==> src/hw/rtl/swrs_pkg.sv <==
// Shared types for the sliding window rank statistics block.
package swrs_pkg;

  typedef struct packed {
    logic first;
    logic last;
  } swrs_cell_pos_t;

endpackage

==> src/hw/rtl/swrs_if.sv <==
// Stream interfaces carrying sample words in and statistics words out.
interface swrs_in_if #(
  parameter int SampleBits = 16
);
  logic                         valid;
  logic                         ready;
  logic signed [SampleBits-1:0] sample;

  modport source (output valid, output sample, input ready);
  modport sink   (input valid, input sample, output ready);
endinterface

interface swrs_out_if #(
  parameter int SampleBits = 16,
  parameter int SumBits    = 19
);
  logic                         valid;
  logic                         ready;
  logic signed [SampleBits-1:0] window_max;
  logic signed [SampleBits-1:0] window_min;
  logic signed [SampleBits-1:0] window_median;
  logic signed [SumBits-1:0]    window_sum;

  modport source (output valid, output window_max, output window_min,
                  output window_median, output window_sum, input ready);
  modport sink   (input valid, input window_max, input window_min,
                  input window_median, input window_sum, output ready);
endinterface

==> src/hw/rtl/sliding_window_rank_stats.sv <==
// Top level of the sliding window rank statistics block.
// Each accepted sample word's statistics word is registered and offered in the cycle after it is accepted.
// Throughput: one sample word per cycle unless the output stalls; the sorted cell row updates all slots at once.
// The first WINDOW-1 samples after reset yield no word.
// Reset fills the sorted window with the minimum sample value and clears count and sum.
module sliding_window_rank_stats #(
  parameter int WINDOW      = 5,
  parameter int SAMPLE_BITS = 16
) (
  input  logic        clk_i,
  input  logic        rst_ni,
  swrs_in_if.sink     in_i,
  swrs_out_if.source  out_o
);
  import swrs_pkg::*;

  localparam int SumBits   = SAMPLE_BITS + $clog2(WINDOW);
  localparam int CntBits   = $clog2(WINDOW + 1);
  localparam int MedianIdx = (WINDOW - 1) / 2;
  localparam logic signed [SAMPLE_BITS-1:0] MinValue = {1'b1, {(SAMPLE_BITS-1){1'b0}}};
  localparam logic [CntBits-1:0] FullCount = CntBits'(WINDOW);

  logic signed [SAMPLE_BITS-1:0] arrival_q [WINDOW];
  logic signed [SAMPLE_BITS-1:0] sorted_w  [WINDOW];
  logic [CntBits-1:0]            fill_q, fill_d;
  logic signed [SumBits-1:0]     sum_q, sum_d;
  logic                          accept, full;
  logic signed [SAMPLE_BITS-1:0] leaver;
  logic                          out_valid_q;

  assign in_i.ready = !out_valid_q || out_o.ready;
  assign accept     = in_i.valid && in_i.ready;
  assign full       = (fill_q == FullCount);
  assign leaver     = full ? arrival_q[0] : MinValue;
  assign fill_d     = full ? fill_q : fill_q + CntBits'(1);
  assign sum_d      = sum_q + SumBits'(in_i.sample)
                      - (full ? SumBits'(arrival_q[0]) : SumBits'(0));

  for (genvar i = 0; i < WINDOW; i++) begin : g_cell
    swrs_cell_pos_t                pos;
    logic signed [SAMPLE_BITS-1:0] prev, next;

    assign pos.first = (i == 0);
    assign pos.last  = (i == WINDOW - 1);
    if (i == 0) begin : g_lo
      assign prev = sorted_w[i];
    end else begin : g_lo
      assign prev = sorted_w[i-1];
    end
    if (i == WINDOW - 1) begin : g_hi
      assign next = sorted_w[i];
    end else begin : g_hi
      assign next = sorted_w[i+1];
    end

    swrs_sort_cell #(.SampleBits(SAMPLE_BITS)) u_cell (
      .clk_i      (clk_i),
      .rst_ni     (rst_ni),
      .en_i       (accept),
      .pos_i      (pos),
      .leaver_i   (leaver),
      .newcomer_i (in_i.sample),
      .prev_i     (prev),
      .next_i     (next),
      .value_o    (sorted_w[i])
    );
  end

  always_ff @(posedge clk_i) begin
    if (accept) begin
      for (int k = 0; k < WINDOW - 1; k++) begin
        arrival_q[k] <= arrival_q[k+1];
      end
      arrival_q[WINDOW-1] <= in_i.sample;
    end
  end

  always_ff @(posedge clk_i or negedge rst_ni) begin
    if (!rst_ni) begin
      fill_q      <= '0;
      sum_q       <= '0;
      out_valid_q <= 1'b0;
    end else begin
      if (accept) begin
        fill_q      <= fill_d;
        sum_q       <= sum_d;
        out_valid_q <= (fill_d == FullCount);
      end else if (out_o.ready) begin
        out_valid_q <= 1'b0;
      end
    end
  end

  assign out_o.valid         = out_valid_q;
  assign out_o.window_max    = sorted_w[WINDOW-1];
  assign out_o.window_min    = sorted_w[0];
  assign out_o.window_median = sorted_w[MedianIdx];
  assign out_o.window_sum    = sum_q;
endmodule

==> src/hw/rtl/swrs_sort_cell.sv <==
// One slot of the sorted window: drops the leaving value and inserts the new one.
module swrs_sort_cell #(
  parameter int SampleBits = 16
) (
  input  logic                         clk_i,
  input  logic                         rst_ni,
  input  logic                         en_i,
  input  swrs_pkg::swrs_cell_pos_t     pos_i,
  input  logic signed [SampleBits-1:0] leaver_i,
  input  logic signed [SampleBits-1:0] newcomer_i,
  input  logic signed [SampleBits-1:0] prev_i,
  input  logic signed [SampleBits-1:0] next_i,
  output logic signed [SampleBits-1:0] value_o
);
  import swrs_pkg::*;

  localparam logic signed [SampleBits-1:0] MinValue = {1'b1, {(SampleBits-1){1'b0}}};

  logic signed [SampleBits-1:0] value_q, value_d;
  logic signed [SampleBits-1:0] t_prev, t_cur;

  always_comb begin
    t_prev = (prev_i < leaver_i) ? prev_i : value_q;
    t_cur  = (value_q < leaver_i) ? value_q : next_i;
    if (!pos_i.last && (t_cur <= newcomer_i)) begin
      value_d = t_cur;
    end else if (pos_i.first || (t_prev <= newcomer_i)) begin
      value_d = newcomer_i;
    end else begin
      value_d = t_prev;
    end
  end

  always_ff @(posedge clk_i or negedge rst_ni) begin
    if (!rst_ni) begin
      value_q <= MinValue;
    end else if (en_i) begin
      value_q <= value_d;
    end
  end

  assign value_o = value_q;
endmodule
==> src/flat_wrapper.sv <==
// flat-port wrapper written by rule: the top's interface ports become plain ports
module sliding_window_rank_stats_flat import swrs_pkg::*;
#(
  parameter int WINDOW      = 5,
  parameter int SAMPLE_BITS = 16
)
  (clk_i, rst_ni, in_i_valid, in_i_sample, in_i_ready, out_o_valid, out_o_window_max, out_o_window_min, out_o_window_median, out_o_window_sum, out_o_ready);
  swrs_in_if in_i_i ();
  swrs_out_if out_o_i ();
  input  logic clk_i;
  input  logic rst_ni;
  input wire logic [$bits(in_i_i.valid)-1:0] in_i_valid;
  input wire logic [$bits(in_i_i.sample)-1:0] in_i_sample;
  output wire logic [$bits(in_i_i.ready)-1:0] in_i_ready;
  output wire logic [$bits(out_o_i.valid)-1:0] out_o_valid;
  output wire logic [$bits(out_o_i.window_max)-1:0] out_o_window_max;
  output wire logic [$bits(out_o_i.window_min)-1:0] out_o_window_min;
  output wire logic [$bits(out_o_i.window_median)-1:0] out_o_window_median;
  output wire logic [$bits(out_o_i.window_sum)-1:0] out_o_window_sum;
  input wire logic [$bits(out_o_i.ready)-1:0] out_o_ready;
  assign in_i_i.valid = in_i_valid;
  assign in_i_i.sample = in_i_sample;
  assign in_i_ready = in_i_i.ready;
  assign out_o_valid = out_o_i.valid;
  assign out_o_window_max = out_o_i.window_max;
  assign out_o_window_min = out_o_i.window_min;
  assign out_o_window_median = out_o_i.window_median;
  assign out_o_window_sum = out_o_i.window_sum;
  assign out_o_i.ready = out_o_ready;
  sliding_window_rank_stats #(.WINDOW(WINDOW), .SAMPLE_BITS(SAMPLE_BITS)) u_core (.clk_i(clk_i), .rst_ni(rst_ni), .in_i(in_i_i), .out_o(out_o_i));
endmodule
==> config.mk <==
export PLATFORM = sky130hd
export DESIGN_NAME = sliding_window_rank_stats_flat
export DESIGN_NICKNAME = d
export VERILOG_FILES = /design/src/hw/rtl/swrs_pkg.sv /design/src/hw/rtl/swrs_if.sv /design/src/hw/rtl/sliding_window_rank_stats.sv /design/src/hw/rtl/swrs_sort_cell.sv /design/src/flat_wrapper.sv
export SDC_FILE = /design/constraint.sdc
export NUM_CORES = 1
export LEC_CHECK = 0
export ABC_AREA = 1
export BUFFER_PORTS_ARGS = -buffer_cell sky130_fd_sc_hd__buf_2
export CAP_MARGIN = 20
export CORE_UTILIZATION = 45
export CTS_BUF_LIST = sky130_fd_sc_hd__clkbuf_8
export DETAILED_ROUTE_END_ITERATION = 7
export PLACE_DENSITY_LB_ADDON = 0.08
export SETUP_SLACK_MARGIN = 0.02
export SYNTH_ARGS = -nofsm -noshare
export SYNTH_HDL_FRONTEND = slang
export SYNTH_SLANG_ARGS = --single-unit
==> constraint.sdc <==
create_clock -name clk_i -period 9.5 [get_ports clk_i]
set_clock_uncertainty 0.2 [all_clocks]
set_input_delay 0.95 -clock clk_i [delete_from_list [all_inputs] [get_ports clk_i]]
set_output_delay 0.95 -clock clk_i [all_outputs]
set_load 0.05 [all_outputs]
# --- Word-level counts from Yosys, hierarchy flattened ---
# Memory sizes are Yosys's and may differ from the RTL's.
# Index checks and enable logic that the tools add are counted.
word_totals:
  ff_bits: 103
  ramBits: 80
  out_inout_bits: 69
  wordCells: 45
  mem_count: 1
memory_table:
  columns: ["memory", "depth", "word_bits", "read_ports", "rd_clocked_by_memory_dff", "write_ports", "line_no", "rtl"]
  rows:
  - ["u_core.arrival_q", 5, 16, 5, 0, 5, "sliding_window_rank_stats.sv:23", "logic signed [SAMPLE_BITS-1:0] arrival_q [WINDOW];"]
classes:
  n_addsub: 3
  n_lt_le_gt_ge: 8
  n_eq_ne: 2
  mux: 19
  reduce_logical: 4
op_table:
  columns: ["operator", "n"]
  rows:
  - ["2-to-1 mux 16 bit", 13]
  - ["<= comparator 16 bit", 4]
  - ["less-than comparator 16 bit", 4]
  - ["adder 19 x 16 -> 19 bit", 1]
  - ["2-to-1 mux 19 bit", 1]
  - ["subtractor 19 bit", 1]
  - ["== test 3 bit, second input constant", 2]
  - ["2-to-1 mux 1 bit", 4]
  - ["adder 3 x 1 -> 3 bit, second input constant", 1]
  - ["2-to-1 mux 3 bit", 1]
  - ["nonzero test 2 bit", 1]
  - ["logical AND 1 bit", 1]
  - ["zero test 1 bit", 1]
  - ["logical OR 1 bit", 1]

# --- Logic depth before layout (Yosys ltp) ---
# Gate-level depths: netlist (run 1).
depth:
  word_depth: 7
  ltp_mapped: 37
  mapped_depth_nobuf: 34

# --- By module ---
# A second synthesis (run 1) with hierarchy kept.
hier_totals:
  cells_unflattened: 3372
  area_unflattened_um2: 22952.0
modules_own_cells:
  columns: ["mod", "instances", "cells_each", "area_each_um2"]
  rows:
  - ["swrs_sort_cell at u_core.g_cell[0].u_cell ...", 4, 578, 3595.9]
  - ["sliding_window_rank_stats", 1, 498, 5165.0]
  - ["swrs_sort_cell at u_core.g_cell[4].u_cell", 1, 562, 3403.3]

# --- Worst setup path before layout (run 1) ---
# OpenSTA, ideal clock, no wires.
synth_path:
  path_kind: "in2reg"
  startpoint: "input port out_o_ready"
  endpoint: "memory u_core.arrival_q[0][0] (enable)"
  setup_time_ps: 475
  arrival_time_ps: 4388
  setup_slack_ps: 4436
  stages: 6
  cell_sequence: "inv_1 -> nand2_1 -> nand2_1 -> inv_1 -> clkbuf_1 -> clkbuf_1"
synth_rtl:
  columns: ["element", "line_no", "rtl"]
  rows:
  - ["from (decl)", "flat_wrapper.sv:20", "input wire logic [$bits(out_o_i.ready)-1:0] out_o_ready;"]
  - ["to (decl)", "sliding_window_rank_stats.sv:23", null]

==> run summary, run 1 <==
SYNTH
---------------------------------------------------------------------------------
Mux cell area share after synthesis                                             0
Top post-synthesis cells by area                                     dfrtp_1 18%, edfxtp_1 18%, nand2_1 16%, ha_1 14%, nand3_1 7.8%
Share of the synthesized netlist area taken by xor and xnor gates         0.00849
Number of warnings reported in the yosys synthesis log                          0
Synthesized net count                                                        1962
Portion of the post-synthesis area used by sequential elements              0.372
Synth async-reset ratio                                                     0.563
Adder-cell share of the synthesized area                                    0.163
Synth Area in Simple Gates                                                  0.277
Leading area contributor after synthesis                                  dfrtp_1
Distinct cell type count of the synthesized netlist                            38
Number of enable flip-flop cells after synthesis                               80
Synth Cell Area                                                        13400 um^2
Mapped Cells                                                                 1778
Number of synthesized register bits                                           183
Dominant combinational cell family by area after synthesis           simple AND/OR/NAND/NOR gates
Compound-cell area share of the yosys netlist                              0.0987
Synthesized area divided by synthesized cell count                      7.54 um^2
Dominant synthesized flop cell                                            dfrtp_1
Area share of the largest cell type after synthesis                         0.183

STA
---------------------------------------------------------------------------------
Final Max Tran Viols                                                            0
Total negative slack                                                         0 ps
Highest attainable clock frequency                                      0.147 GHz
Worst-margin pin slew                                                     1060 ps
Final-report setup violation count                                              0
Number of hold-slack violations in the final timing report                      0
Tightest slew margin relative to the limit                                  0.292
Fin crit period                                                           6820 ps
Final period utilization                                                    0.718
Unrepaired setup endpoints after global routing                                no

DIE
---------------------------------------------------------------------------------
Number of placement rows                                                       62
Starting density of the core                                                0.462
Placeable core region                                                  29000 um^2
Die outline area                                                       30500 um^2
Die X                                                                      175 um
DIE HEIGHT                                                                 175 um
Number of primary I/O pins                                                     89

WORST SETUP PATH
---------------------------------------------------------------------------------
CP max stage delay                                                         800 ps
Number of cells on the worst reg-to-reg path                                   27
Slowest cell on crit path                                                   inv_1
Nature of the critical path startpoint                                   register
Worst path most repeated cell                                             nand2_1
Critical path required time                                               9740 ps
Highest net fanout along the worst path                                        27
Endpoint of the most critical register-to-register path              u_core.g_cell[2].u_cell.value_o[6]
Data arrival time of the critical path                                    7050 ps
Buffer and inverter count on the worst path                                     3
CP Capture Type                                                          register
Crit Path Class                                                      register to register
Slack of the worst reg-to-reg path                                        2680 ps
Family with the most delay on the worst path                         simple AND/OR/NAND/NOR gates

CTS
---------------------------------------------------------------------------------
Clock tree from TritonCTS                                                     yes
Deepest clock path buffer count                                                 2
Number of CTS-inserted buffers                                                 17
Number of gates resized after CTS                                               0
Total clock sinks                                                             183
CTS Root Buffer Type                                                     clkbuf_8
Buffer count from post-CTS setup fixing                                         0
Register clock-pin slew on the reported worst setup and hold paths         120 ps
Number of levels the H-tree was split into                                      4
Cts-stage hold buffer count                                                     0
Clock latency of the later-clocked register in the worst-skew pair         500 ps

GLOBAL ROUTE
---------------------------------------------------------------------------------
Total global-route track usage                                              0.280
Met2 routing resource usage after global routing                            0.455
Wire length of the first global-routing pass                             65700 um
Global Route met3 Usage                                                    0.0442
Antenna violations before repair                                                0
Number of global-route vias before repair                                   11892
Pin count of the biggest net entering global routing                          111
Fraction of met1 tracks used by global routing                              0.382
Layer with the highest usage after global routing                            met2
Global-route congestion overflow total                                          0

ROUTING
---------------------------------------------------------------------------------
Drt initial violations                                                        981
Antenna violation net count after detailed routing                              0
Routed WL                                                                41200 um
Routed len/inst                                                           18.5 um
Number of vias after detailed routing                                       11985
Post-route DRC violation count                                                  0
First drt pass iteration count                                                  6
Number of vias per cell                                                      5.38

LAYOUT
---------------------------------------------------------------------------------
Area growth syn-to-layout                                                   8.58%
Post-layout net count                                                        2015
Layout cell share with drive strength beyond 1                             0.0873

PLACE
---------------------------------------------------------------------------------
Global placement routability congestion                                     0.921
HPWL after DPL                                                           30200 um
Port buffer count                                                              88

WORST HOLD PATH
---------------------------------------------------------------------------------
Beginning of the worst hold path                                     u_core.arrival_q[4][0]
Hold-critical path depth                                                        0
Sink of the worst hold path                                          u_core.arrival_q[3][0]
Classification of the worst-slack hold path                          register to register

OUTCOME
---------------------------------------------------------------------------------
Run status                                                           complete, no violations

FLOW RUN
---------------------------------------------------------------------------------
Maximum capacitance violations                                                  0

[layout make-up]
class	count	area (um^2)
antenna	1	2.50
clock buffer	17	234
tap	384	480
timing repair buffer	95	508
multi-input combinational	1320	7350
sequential	183	4990
clock inverter	15	184
inverter	214	808
fill	2988	14500
[synthesized netlist by cell type, types with 6 or more instances]
library cell  instances
o21ai_1              14
edfxtp_1             80
inv_2                10
nand3_1             210
dfrtp_1              98
clkbuf_1             39
nand2_1             587
fa_1                 18
ha_1                146
o21ai_0              82
nor2_1               51
inv_1               204
nor3_1                6
xnor2_1               9
buf_2                18
nand4_1              12
nand2_2               7
a21oi_1             134
[stage by stage]
stage	cells	hold slack, ps	util	setup WS (ps)	area, um^2
after detailed placement	2195	205	0.487	2800	14100
after CTS	2227	219	0.501	2760	14500
after global placement	2195	200	0.487	3050	14100
after floorplan	1778	200	-	4440	13400
after global routing	2228	223	0.502	2000	14600
final	2229	221	0.502	2680	14600
[registers in the layout, summed over array words and instances, names as in the netlist, named ones only]
register                      flops
u_core.arrival_q                 80
u_core.out_o.window_sum          19
u_core.out_o.valid                1
u_core.g_cell.u_cell.value_o     80
u_core.fill_q                     1
[worst register-to-register path: cells and delay by family (launching register included)]
family	cells	cell delay, ps
buffers and inverters	3	1290
adders and majority gates	3	900
DFF	1	410
AOI/OAI and AO/OA	5	720
and+or+nand+nor	16	3230
[layout by cell type (no fill, tap or decap), drive strengths merged]
cell type and instances:
a211oi 5, a21o 3, a21oi 134, a31oi 3, and2 5, buf 95, bufinv 1, clkbuf 17
clkinv 7, dfrtp 98, dfstp 5, diode 1, edfxtp 80, fa 18, ha 146, inv 221
nand2 594, nand3 212, nand3b 2, nand4 12, nor2 52, nor3 6, nor3b 1, nor4 3
o211ai 1, o21a 1, o21ai 100, o21bai 3, o22ai 1, o31ai 2, or2 3, xnor2 9
xor2 4
[worst max-delay path by stage]
stage | endpoint | depth (start not counted) | start | slack, ps
3_3_place_gp | u_core.g_cell[2].u_cell.value_o[6] | 27 | register | 3050
4_1_cts | u_core.g_cell[2].u_cell.value_o[6] | 28 | register | 2760
5_1_grt | u_core.g_cell[2].u_cell.value_o[10] | 29 | register | 2000
3_5_place_dp | u_core.g_cell[2].u_cell.value_o[6] | 28 | register | 2800
6_report | u_core.g_cell[2].u_cell.value_o[6] | 27 | register | 2680
2_1_floorplan | u_core.arrival_q[0][0] | 6 | out_o_ready | 4440
[cell families after synthesis]
kind of cell               after synthesis
adders and majority gates              164
buffers and inverters                  275
xor gates and xnor gates                13
DFF                                    183
and+or+nand+nor                        890
AOI/OAI and AO/OA                      253
[routing by layer]
metal	wire length, um	share of wire	vias up
li1	-	-	5967
met1	18800	0.46	5620
met2	19100	0.46	339
met3	2280	0.055	59
met4	925	0.022	0
met5	0	0	-
Power of run 1 is not shown: default switching activity piles up to over one toggle a cycle in this logic, so the estimate is an artifact.
==> run 2, diff against run 1 <==
--- a/config.mk
+++ b/config.mk
@@ -5,7 +5,7 @@
 export SDC_FILE = /design/constraint.sdc
 export NUM_CORES = 1
 export LEC_CHECK = 0
-export ABC_AREA = 1
+export ABC_AREA = 0
 export BUFFER_PORTS_ARGS = -buffer_cell sky130_fd_sc_hd__buf_2
 export CAP_MARGIN = 20
 export CORE_UTILIZATION = 45
==> constraint.sdc (replaced) <==
create_clock -name clk_i -period 6.47 [get_ports clk_i]
set_clock_uncertainty 0.2 [all_clocks]
set_input_delay 0.647 -clock clk_i [delete_from_list [all_inputs] [get_ports clk_i]]
set_output_delay 0.647 -clock clk_i [all_outputs]
set_load 0.05 [all_outputs]
==> run summary, run 2 <==
ROUTING
-------------------------------------------------------------------------------------
Antenna violation net count after detailed routing                                  0
First drt pass iteration count                                                      5
Post-route DRC violation count                                                      0
Number of vias after detailed routing                                           10138
Routed len/inst                                                               21.9 um
Routed WL                                                                    37600 um
Drt initial violations                                                            708
Number of vias per cell                                                          5.89

WORST SETUP PATH
-------------------------------------------------------------------------------------
Crit Path Class                                                          register to register
Number of cells on the worst reg-to-reg path                                       21
Termination of the worst setup path                                      u_core.g_cell[2].u_cell.value_o[14]
Buffer and inverter count on the worst path                                         2
Nature of the critical path startpoint                                       register
Highest net fanout along the worst path                                            18
Family with the most delay on the worst path                             compound AO/OA/AOI/OAI gates
Stages on worst setup path                                                         21
Endpoint of the most critical register-to-register path                  u_core.g_cell[2].u_cell.value_o[14]
Sequence of cells on the critical path                                   inv_1, ha_1, and2_1, buf_4, nand2_1, ha_1, a21o_1, a2111oi_2, o221ai_1, a31oi_2, nor2_4, mux2_2, ha_1, a21o_1, a21o_1, a21oi_1, o2111ai_1, o21a_1, nand2b_1, o32a_1, o221a_2
CP max stage delay                                                             490 ps
Slack of the worst reg-to-reg path                                             430 ps
Data arrival time of the critical path                                        6250 ps
Slowest cell on crit path                                                    nand2b_1
Critical path required time                                                   6690 ps
CP Capture Type                                                              register

SYNTH
-------------------------------------------------------------------------------------
Top post-synthesis cells by area                                         dfrtp_1 19%, edfxtp_1 19%, ha_1 14%, inv_1 4.2%, mux2i_1 3.9%
Synth Cell Area                                                            12900 um^2
Mapped Cells                                                                     1262
Portion of the post-synthesis area used by sequential elements                  0.387
Number of warnings reported in the yosys synthesis log                              0
Ranking of synthesized cells by instance count                           146 x ha_1, 144 x inv_1, 98 x dfrtp_1
Most repeated cell in the gate-level netlist after synthesis                     ha_1
Synthesized area divided by synthesized cell count                          10.2 um^2
Distinct cell type count of the synthesized netlist                                69
Dominant synthesized flop cell                                                dfrtp_1
Synthesized net count                                                            1446
Leading area contributor after synthesis                                      dfrtp_1
Synth async-reset ratio                                                         0.563
Number of enable flip-flop cells after synthesis                                   80
Area share of the largest cell type after synthesis                             0.190
Number of synthesized register bits                                               183

CTS
-------------------------------------------------------------------------------------
Number of levels the H-tree was split into                                          4
Register clock-pin slew on the reported worst setup and hold paths             120 ps
Number of CTS-inserted buffers                                                     17
Clock latency of the later-clocked register in the worst-skew pair             520 ps
Clock tree from TritonCTS                                                         yes
Deepest clock path buffer count                                                     2
Total clock sinks                                                                 183
CTS Root Buffer Type                                                         clkbuf_8

LAYOUT
-------------------------------------------------------------------------------------
Fillers                                                                          2680
Most frequent cells in the layout                                        146 x ha_1, 143 x inv_1, 98 x dfrtp_1, 87 x buf_2, 80 x edfxtp_1
Area growth syn-to-layout                                                       9.71%
Post-layout net count                                                            1513
Post-Route Utilization                                                          0.506
Most frequent standard cell in the layout excluding fill and tap cells           ha_1
Layout cell share with drive strength beyond 1                                  0.149

STA
-------------------------------------------------------------------------------------
Final period utilization                                                        0.933
Worst Slack Setup Final                                                        433 ps
Worst-margin pin slew                                                          822 ps
Worst hold-check slack                                                         215 ps
Highest attainable clock frequency                                          0.166 GHz
Tightest slew margin relative to the limit                                      0.452
Total negative slack                                                             0 ps
Fin crit period                                                               6040 ps
Final-report setup violation count                                                  0
Unrepaired setup endpoints after global routing                                    no
Final Max Tran Viols                                                                0
Number of hold-slack violations in the final timing report                          0

DIE
-------------------------------------------------------------------------------------
Starting density of the core                                                    0.461
Number of primary I/O pins                                                         89
Number of placement rows                                                           61
Die outline area                                                           29300 um^2
DIE HEIGHT                                                                     171 um
Placeable core region                                                      27900 um^2
Die X                                                                          171 um

GLOBAL ROUTE
-------------------------------------------------------------------------------------
Wire length of the first global-routing pass                                 57800 um
Antenna violations before repair                                                    0
Total global-route track usage                                                  0.266
Number of global-route vias before repair                                        9886
Pin count of the biggest net entering global routing                               93
Global-route congestion overflow total                                              0

PLACE
-------------------------------------------------------------------------------------
Global placement routability congestion                                         0.896
Port buffer count                                                                  88
Pre-CTS setup slack                                                            290 ps
HPWL after DPL                                                               28800 um

OUTCOME
-------------------------------------------------------------------------------------
Run status                                                               complete, no violations

FLOW RUN
-------------------------------------------------------------------------------------
Maximum capacitance violations                                                      0

WORST HOLD PATH
-------------------------------------------------------------------------------------
Classification of the worst-slack hold path                              register to register

[run 2: cell types whose count changed in the layout (fill, tap and decap cells not counted), sizes merged, moves of 18 or more]
cell    delta
nand2    -516
nand3    -201
a21oi    -102
inv       -73
mux2i     +50
nor3      +43
a21o      +34
o211ai    +34
mux2      +29
and3      +24
nor2      -24
nand4     +19
o221ai    +19
o21ai     -18
[run 2: cell type report]
| class | count | area [um^2] | share of cell area |
|---|---|---|---|
| antenna | 1 | 2.50 | 0.000177 |
| clock buffer | 17 | 234 | 0.0166 |
| clock inverter | 15 | 204 | 0.0144 |
| inverter | 144 | 546 | 0.0386 |
| multi-input combinational | 873 | 7060 | 0.500 |
| sequential | 183 | 4990 | 0.353 |
| tap | 378 | 473 | 0.0335 |
| timing repair buffer | 110 | 623 | 0.0441 |
[run 2: how the worst min path moves through the flow]
| stage | to | from | cells after the start | slack [ps] |
|---|---|---|---|---|
| CTS | u_core.arrival_q[2][11] | u_core.arrival_q[3][11] | 0 | 220 |
| finish | u_core.arrival_q[3][10] | u_core.arrival_q[4][10] | 0 | 220 |
| global placement | u_core.arrival_q[2][10] | u_core.arrival_q[3][10] | 0 | 200 |
| floorplan | asynchronous set/reset pin | rst_ni | 0 | 150 |
| detailed placement | u_core.arrival_q[0][3] | u_core.arrival_q[1][3] | 0 | 200 |
| global route | u_core.arrival_q[3][10] | u_core.arrival_q[4][10] | 0 | 220 |
[run 2: routing by layer]
| metal | up-vias | GRT usage | wire length (um) |
|---|---|---|---|
| met5 | - | 0 | 0 |
| met4 | 0 | 0.0854 | 846 |
| met3 | 32 | 0.0467 | 1940 |
| met2 | 258 | 0.394 | 16500 |
| met1 | 5007 | 0.390 | 18300 |
| li1 | 4841 | - | - |
[run 2: what timing repair did]
| action | in CTS | in global routing |
|---|---|---|
| setup buffers | 0 | 0 |
| resized for setup | 0 | 4 |
| setup endpoints to repair | 0 | 46 |
| hold buffers | 1 | 0 |
| endpoints found under the hold margin | 41 | 0 |
[run 2: stage by stage]
stage	instance area, um^2	instances
after floorplan	12900	1262
final	14100	1721
after detailed placement	13700	1687
after global routing	14100	1720
after global placement	13700	1687
after CTS	14100	1720
[run 2: cell families (layout without fill, tap and decap cells)]
| family | after synthesis | count (layout) | synth area share |
|---|---|---|---|
| AO/OA/AOI/OAI | 348 | 348 | 0.194 |
| XOR/XNOR | 18 | 18 | 0.0122 |
| adder cells (fa/ha/maj) | 164 | 164 | 0.170 |
| buffers and inverters | 206 | 286 | 0.0670 |
| flip-flops | 183 | 183 | 0.387 |
| multiplexers | 79 | 79 | 0.0642 |
| other | 0 | 1 | 0 |
| AND/OR/NAND/NOR | 264 | 264 | 0.105 |
Power of run 2 is left out for the same reason.
